--- src/sirt_pkg.sv ---
// Shared types, constants and the digit alphabet for the radix text converter.
// No dependencies.
package sirt_pkg;

	// bits retired per cycle by the shared divider
	localparam int DIV_STEPS = 8;

	localparam logic [5:0] RADIX_RESET = 6'd10;
	localparam logic [5:0] RADIX_MIN   = 6'd2;
	localparam logic [5:0] RADIX_MAX   = 6'd62;
	localparam logic [5:0] DEC_DIGITS  = 6'd10;
	localparam logic [5:0] CASE_SPLIT  = 6'd36;

	localparam logic [7:0] CH_ZERO  = 8'h30;
	localparam logic [7:0] CH_MINUS = 8'h2d;
	localparam logic [7:0] CH_UC_A  = 8'h41;
	localparam logic [7:0] CH_LC_A  = 8'h61;

	typedef enum logic [2:0] {
		ST_IDLE,
		ST_DIV,
		ST_SIGN,
		ST_RD,
		ST_LD
	} state_t;

	// 0-9, then a-z up to base 36; above that 0-9, A-Z, a-z
	function automatic logic [7:0] digit_char(input logic [5:0] dv, input logic [5:0] base);
		logic [7:0] d;
		d = {2'b00, dv};
		if (dv < DEC_DIGITS)
			return CH_ZERO + d;
		else if (base <= CASE_SPLIT)
			return CH_LC_A + d - {2'b00, DEC_DIGITS};
		else if (dv < CASE_SPLIT)
			return CH_UC_A + d - {2'b00, DEC_DIGITS};
		else
			return CH_LC_A + d - {2'b00, CASE_SPLIT};
	endfunction

endpackage

--- src/sirt_ram.sv ---
// Generic single-write, single-read RAM with registered read data.
// No dependencies.
module sirt_ram #(
	parameter int WIDTH = 6,
	parameter int DEPTH = 62
) (
	input  logic                     clk,
	input  logic                     we,
	input  logic [$clog2(DEPTH)-1:0] waddr,
	input  logic [WIDTH-1:0]         wdata,
	input  logic [$clog2(DEPTH)-1:0] raddr,
	output logic [WIDTH-1:0]         rdata
);

	logic [WIDTH-1:0] mem_q [DEPTH];

	always_ff @(posedge clk) begin
		if (we)
			mem_q[waddr] <= wdata;
		rdata <= mem_q[raddr];
	end

endmodule

--- src/sirt_div.sv ---
// Iterative restoring divider: wide dividend by a 6-bit divisor, DIV_STEPS bits a cycle.
// Depends on sirt_pkg.
module sirt_div #(
	parameter int DIV_W = 64
) (
	input  logic             clk,
	input  logic             arst_n,
	input  logic             start,
	input  logic [DIV_W-1:0] dividend,
	input  logic [5:0]       divisor,
	output logic             done,
	output logic [DIV_W-1:0] quotient,
	output logic [5:0]       remainder
);

	import sirt_pkg::*;

	localparam int NCYC  = DIV_W / DIV_STEPS;
	localparam int CNT_W = (NCYC > 1) ? $clog2(NCYC) : 1;

	logic             busy_q;
	logic [CNT_W-1:0] cnt_q;
	logic [DIV_W-1:0] acc_q;
	logic [5:0]       rem_q;
	logic [DIV_W-1:0] acc_nx;
	logic [5:0]       rem_nx;

	// shift dividend bits out of the top, quotient bits in at the bottom
	always_comb begin
		logic [6:0] t;
		acc_nx = acc_q;
		rem_nx = rem_q;
		t = '0;
		for (int i = 0; i < DIV_STEPS; i++) begin
			t = {rem_nx, acc_nx[DIV_W-1]};
			acc_nx = {acc_nx[DIV_W-2:0], 1'b0};
			if (t >= {1'b0, divisor}) begin
				t = t - {1'b0, divisor};
				acc_nx[0] = 1'b1;
			end
			rem_nx = t[5:0];
		end
	end

	assign done      = busy_q && (cnt_q == CNT_W'(NCYC - 1));
	assign quotient  = acc_nx;
	assign remainder = rem_nx;

	always_ff @(posedge clk or negedge arst_n) begin
		if (!arst_n) begin
			busy_q <= 1'b0;
			cnt_q  <= '0;
		end else if (start) begin
			busy_q <= 1'b1;
			cnt_q  <= '0;
		end else if (done) begin
			busy_q <= 1'b0;
		end else if (busy_q) begin
			cnt_q <= cnt_q + CNT_W'(1);
		end
	end

	always_ff @(posedge clk) begin
		if (start) begin
			acc_q <= dividend;
			rem_q <= '0;
		end else if (busy_q) begin
			acc_q <= acc_nx;
			rem_q <= rem_nx;
		end
	end

endmodule

--- src/signed_integer_to_radix_text_core.sv ---
// Signed integer to ASCII text in a configurable base (2..62), one character per output transfer.
// Depends on sirt_pkg, sirt_div and sirt_ram.
//
// Usage:
//   Input channel in_valid/in_ready/value takes one 63-bit two's complement integer.
//   Output channel out_valid/out_ready/character/last gives a leading '-' for a
//   negative value, then the digits most significant first; last marks the final digit.
//   cfg_wr_en/cfg_wr_data write the radix (0 and 1 act as 2, 63 acts as 62); write it
//   only while no number is in flight. Magnitudes wider than min(VALUE_BITS,62) bits saturate.
// Operation:
//   in_ready is high only between numbers. Digits come from the shared divider, which
//   retires 8 dividend bits a cycle, one full division per digit. Digits are parked in
//   a small RAM; each character is then read from the RAM (ST_RD) and loaded into the
//   output register (ST_LD).
// Reset clears the control and the radix (to 10); the digit RAM needs no clearing.
// A stalled receiver holds the output register; the sequencer waits and loses nothing.
// The next number is taken while the final character still waits in the output register.
module signed_integer_to_radix_text_core #(
	parameter int VALUE_BITS = 62
) (
	input  logic        clk,
	input  logic        arst_n,
	input  logic        cfg_wr_en,
	input  logic [5:0]  cfg_wr_data,
	input  logic        in_valid,
	output logic        in_ready,
	input  logic signed [62:0] value,
	output logic        out_valid,
	input  logic        out_ready,
	output logic [7:0]  character,
	output logic        last
);

	import sirt_pkg::*;

	localparam int MAG_W = (VALUE_BITS > 62) ? 62 : VALUE_BITS;
	localparam int DIV_W = ((MAG_W + DIV_STEPS - 1) / DIV_STEPS) * DIV_STEPS;
	localparam int DEPTH = MAG_W;
	localparam int IDX_W = $clog2(DEPTH);
	localparam logic [62:0] MAG_MAX = (63'd1 << MAG_W) - 63'd1;

	state_t state_q, state_nx;

	logic [5:0]       radix_q;
	logic [5:0]       base_q;
	logic             neg_q;
	logic [IDX_W-1:0] wr_idx_q;
	logic [IDX_W-1:0] rd_idx_q;
	logic             out_valid_q;
	logic [7:0]       char_q;
	logic             last_q;

	logic [62:0]      v_mag;
	logic [MAG_W-1:0] mag_sat;
	logic [5:0]       base_in;
	logic             in_take;
	logic             out_free;

	logic             div_start;
	logic [DIV_W-1:0] div_dividend;
	logic             div_done;
	logic [DIV_W-1:0] div_quot;
	logic [5:0]       div_rem;
	logic             ram_we;
	logic [5:0]       ram_rdata;

	logic             more_digits;
	logic             load_out;
	logic [7:0]       load_char;
	logic             load_last;

	assign v_mag    = value[62] ? 63'(-value) : 63'(value);
	assign mag_sat  = (v_mag > MAG_MAX) ? {MAG_W{1'b1}} : v_mag[MAG_W-1:0];
	assign base_in  = (radix_q < RADIX_MIN) ? RADIX_MIN :
	                  (radix_q > RADIX_MAX) ? RADIX_MAX : radix_q;
	assign in_take  = in_valid && in_ready;
	assign out_free = !out_valid_q || out_ready;
	assign more_digits = (div_quot != '0) && (wr_idx_q != IDX_W'(DEPTH - 1));

	sirt_div #(
		.DIV_W(DIV_W)
	) u_div (
		.clk       (clk),
		.arst_n    (arst_n),
		.start     (div_start),
		.dividend  (div_dividend),
		.divisor   (base_q),
		.done      (div_done),
		.quotient  (div_quot),
		.remainder (div_rem)
	);

	sirt_ram #(
		.WIDTH(6),
		.DEPTH(DEPTH)
	) u_digits (
		.clk   (clk),
		.we    (ram_we),
		.waddr (wr_idx_q),
		.wdata (div_rem),
		.raddr (rd_idx_q),
		.rdata (ram_rdata)
	);

	always_comb begin
		state_nx     = state_q;
		in_ready     = 1'b0;
		div_start    = 1'b0;
		div_dividend = div_quot;
		ram_we       = 1'b0;
		load_out     = 1'b0;
		load_char    = digit_char(ram_rdata, base_q);
		load_last    = (rd_idx_q == '0);
		unique case (state_q)
			ST_IDLE: begin
				in_ready     = 1'b1;
				div_dividend = DIV_W'(mag_sat);
				if (in_valid) begin
					div_start = 1'b1;
					state_nx  = ST_DIV;
				end
			end
			ST_DIV: begin
				if (div_done) begin
					ram_we = 1'b1;
					if (more_digits)
						div_start = 1'b1;
					else
						state_nx = neg_q ? ST_SIGN : ST_RD;
				end
			end
			ST_SIGN: begin
				load_char = CH_MINUS;
				load_last = 1'b0;
				if (out_free) begin
					load_out = 1'b1;
					state_nx = ST_RD;
				end
			end
			ST_RD: begin
				state_nx = ST_LD;
			end
			ST_LD: begin
				if (out_free) begin
					load_out = 1'b1;
					state_nx = (rd_idx_q == '0) ? ST_IDLE : ST_RD;
				end
			end
			default: state_nx = ST_IDLE;
		endcase
	end

	always_ff @(posedge clk or negedge arst_n) begin
		if (!arst_n) begin
			state_q     <= ST_IDLE;
			radix_q     <= RADIX_RESET;
			out_valid_q <= 1'b0;
			wr_idx_q    <= '0;
			rd_idx_q    <= '0;
		end else begin
			state_q <= state_nx;
			if (cfg_wr_en)
				radix_q <= cfg_wr_data;
			if (load_out)
				out_valid_q <= 1'b1;
			else if (out_ready)
				out_valid_q <= 1'b0;
			if (in_take)
				wr_idx_q <= '0;
			else if (ram_we && more_digits)
				wr_idx_q <= wr_idx_q + IDX_W'(1);
			if (ram_we && !more_digits)
				rd_idx_q <= wr_idx_q;
			else if (state_q == ST_LD && load_out && rd_idx_q != '0)
				rd_idx_q <= rd_idx_q - IDX_W'(1);
		end
	end

	always_ff @(posedge clk) begin
		if (in_take) begin
			neg_q  <= value[62];
			base_q <= base_in;
		end
		if (load_out) begin
			char_q <= load_char;
			last_q <= load_last;
		end
	end

	assign out_valid = out_valid_q;
	assign character = char_q;
	assign last      = last_q;

`ifndef NO_ASSERTIONS
	a_rem_below_base: assert property (@(posedge clk) disable iff (!arst_n)
		div_done |-> (div_rem < base_q))
		else $error("divider remainder not below base");

	a_done_in_div: assert property (@(posedge clk) disable iff (!arst_n)
		div_done |-> (state_q == ST_DIV))
		else $error("divider finished outside digit loop");

	a_sign_only_neg: assert property (@(posedge clk) disable iff (!arst_n)
		(state_q == ST_SIGN) |-> neg_q)
		else $error("sign emitted for non-negative item");

	a_last_ends_item: assert property (@(posedge clk) disable iff (!arst_n)
		(load_out && load_last) |=> (state_q == ST_IDLE))
		else $error("final character loaded but sequencer not idle");
`endif

endmodule

--- config.mk ---
export PLATFORM = sky130hd
export DESIGN_NAME = signed_integer_to_radix_text_core
export DESIGN_NICKNAME = d
export VERILOG_FILES = /design/src/sirt_pkg.sv /design/src/sirt_ram.sv /design/src/sirt_div.sv /design/src/signed_integer_to_radix_text_core.sv
export SDC_FILE = /design/constraint.sdc
export NUM_CORES = 1
export LEC_CHECK = 0
export BUFFER_PORTS_ARGS = -buffer_cell sky130_fd_sc_hd__buf_2
export CORE_MARGIN = 5
export CORE_UTILIZATION = 35
export CTS_CLUSTER_SIZE = 20
export DETAILED_ROUTE_END_ITERATION = 8
export PLACE_DENSITY = 0.56
export SLEW_MARGIN = 20
export SYNTH_ARGS = -nofsm -noshare
export SYNTH_HDL_FRONTEND = slang
export SYNTH_SLANG_ARGS = --single-unit
--- constraint.sdc ---
create_clock -name clk -period 32.5 [get_ports clk]
set_input_delay 3.25 -clock clk [delete_from_list [all_inputs] [get_ports clk]]
set_output_delay 3.25 -clock clk [all_outputs]
set_load 0.01 [all_outputs]
==> summary.md <==
| Metric | Value |
|---|---|
| Status | `finished, final reports clean` |
| I/O Pins | `85` |
| Max stage delay on crit path | `710 ps` |
| Vias/cell | `5.37` |
| Register area share after synthesis | `59.6%` |
| Slew Limit Fails | `0` |
| DR iter-0 viols | `1311` |
| Residual DRC count | `0` |
| # Post-CTS Setup Buffers | `0` |
| Setup Viol. Count Final | `0` |
| Mapped Area | `24300 um2` |
| Row cnt | `96` |
| First-pass GRT wire length | `91700 um` |
| Avg Synthesized Cell Area | `13.3 um2` |
| RSZ-0062 raised after global routing | `false` |
| Hold Path Class | `reg2reg` |
| Distinct cells, synth | `85` |
| Hold Path Stages | `1` |
| Initial antenna violation count | `1` |
| IO Port Bufs | `84` |
| Final setup TNS | `0 ps` |
| Area contributors post-synth | `edfxtp_1 (56%), mux4_2 (8.4%), ha_1 (3.4%)` |
| Clock Latency Late Sink | `600 ps` |
| Routed vias | `15300` |
| CTS tree | `done` |
| Number of global-route vias before repair | `15300` |
| Max-cap violations | `0` |
| Nets@finish | `2022` |
| Tot GR Track Use | `15.7%` |
| Die Width | `273 um` |
| Cell repeated most along the worst path | `o21ai_0` |
| Critical Path RT | `32960 ps` |
| Most instantiated library cell after synthesis | `edfxtp_1` |
| Maximum number of pins on one net before global-route repair | `68` |
| Slew margin rel. | `31.1%` |
| Avg WL per Cell | `20.9 um` |
| Antenna viol nets, final | `0` |
| Yosys top cell by area | `edfxtp_1` |
| H-tree Lvls | `2` |
| Worst Tran Pin Value | `1030 ps` |
| CTS Sinks | `490` |
| Worst Skew | `28.6 ps` |
| Worst setup path end | `rd_idx_q[1]` |
| Most frequent cells after synthesis | `edfxtp_1 (452), nand2_1 (179), nor2_1 (161), o21ai_0 (126), mux4_2 (91)` |
| RePlAce Congestion | `0.876` |
| Mapped Cells | `1818` |
| HPWL Detailed | `38500 um` |
| Synth warnings | `0` |
| Die span in y | `273 um` |
| R2R Path Start | `base_q[1]` |
| Critical path launch point | `base_q[1]` |
| Drt pass-1 iters | `5` |
| RR Endpoint | `rd_idx_q[1]` |
| R2R setup slack | `12010 ps` |
| Max Fclk | `0.0488 GHz` |
| Tcrit/Tclk final | `63.0%` |
| Number of synthesized flops with an enable pin | `452` |
| # resized after CTS | `0` |
| Cts bufs inserted | `51` |
| Top cell type's share of synthesized area | `55.9%` |
| Layout cells sized above 1 | `16.3%` |
| Fin crit period | `20490 ps` |
| Mapped Nets | `1965` |
| FF-to-FF path depth | `75` |
| Longest Clk Path Bufs | `3` |
| Dpl ws | `12340 ps` |
| Worst setup SP type | `flop` |
| Die area | `74700 um2` |
| Placeable Area | `68700 um2` |
| Worst setup margin | `12010 ps` |
| Crit-path max FO | `16` |
| Setup Crit Path Kind | `reg2reg` |
| Reg clk slew, reported paths | `60 ps` |
| Root Buffer | `clkbuf_16` |
| Starting Density | `35.3%` |
| Synthesized flop and latch total | `490` |
| CP max stage cell | `edfxtp_1` |
| Layout overhead on the synthesized area | `12.5%` |
| Top FF cell, synth | `edfxtp_1` |
| Post-synth ARST share | `5.31%` |
| Routed wire length | `59600 um` |
| # diodes | `0` |
| # hold bufs at CTS | `0` |
| Grt total ovfl | `0` |
| Critical path endpoint category | `flop` |
| Final hold violations | `0` |
| CP arrival | `20940 ps` |
==> state kept, by name, summed over array words and instances (netlist names) <==
name            count
wr_idx_q            6
state_q             3
rd_idx_q            6
character           8
radix_q             6
out_valid           1
u_div.acc_q        64
base_q              6
u_div.cnt_q         3
u_div.rem_q         6
last                1
u_digits.rdata      6
u_div.busy_q        1
neg_q               1
u_digits.mem_q    372
==> area by class of cell <==
class	instances	area (um2)
fill	6438	41400
sequential	490	14500
multi-input combinational	1171	9210
clock buffer	64	1350
clock inverter	30	337
timing repair buffer	97	518
inverter	64	240
tap	931	1160
==> metal layers <==
metal,GRT usage [%],vias to the layer above,wire (um)
li1,-,7022,-
met1,22.3,7730,26700
met2,25.5,445,28400
met3,2.58,79,3220
met4,3.69,0,1220
met5,0,-,0
==> stage by stage <==
step / instances / hold slack (ps) / cell area, um2 / utilization, %
floorplan: 1818 / 463 / 24300 / -
global placement: 2753 / 502 / 25600 / 37.3
detailed placement: 2753 / 499 / 25600 / 37.3
CTS: 2847 / 521 / 27300 / 39.7
global route: 2847 / 538 / 27300 / 39.7
finish: 2847 / 510 / 27300 / 39.7
==> placed cells by master (no fill, tap or decap), drive strengths merged, types with 8 or more instances in the layout <==
cell / instances
dfrtp: 24
or4: 11
buf: 97
o41ai: 9
nand3: 16
clkbuf: 64
mux2i: 49
clkinv: 22
o211ai: 9
or3: 20
o31ai: 25
fa: 8
xnor2: 86
a21boi: 9
mux2: 28
a21oi: 53
o21ai: 135
dfxtp: 12
nor2b: 22
mux4: 91
nor2: 162
nor3: 13
inv: 66
nand2: 179
o22ai: 15
nand2b: 14
ha: 65
xor2: 22
nor4: 17
edfxtp: 452
o221ai: 9
nand4: 13
==> worst min-delay path by stage <==
stage	to	startpoint
floorplan	u_div.rem_q[5]	u_div.rem_q[5]
global placement	base_q[5]	radix_q[5]
detailed placement	radix_q[1]	radix_q[1]
CTS	radix_q[0]	radix_q[0]
global route	u_div.rem_q[5]	u_div.rem_q[5]
finish	radix_q[0]	radix_q[0]
==> cells by family (layout without fill, tap and decap cells) <==
kind of cell             count (synthesis)  after routing  share of synthesized area, %
flip-flops                             490            490                          59.6
buffers and inverters                  157            255                          2.48
AO/OA/AOI/OAI                          325            325                          8.74
multiplexers                           168            168                          11.9
AND/OR/NAND/NOR                        496            496                          9.30
adder cells (fa/ha/maj)                 74             74                          4.05
XOR/XNOR                               108            108                          3.90
==> critical path: cells and delay by family, from the launching register on <==
family	cells	cell delay, ps
AO/OA/AOI/OAI	43	11700
AND/OR/NAND/NOR	17	3600
adder cells (fa/ha/maj)	8	2380
multiplexers	3	1240
buffers and inverters	4	720
flip-flops	1	710
Power is not shown: default switching activity piles up to over one toggle a cycle in this logic, so the estimate is an artifact.
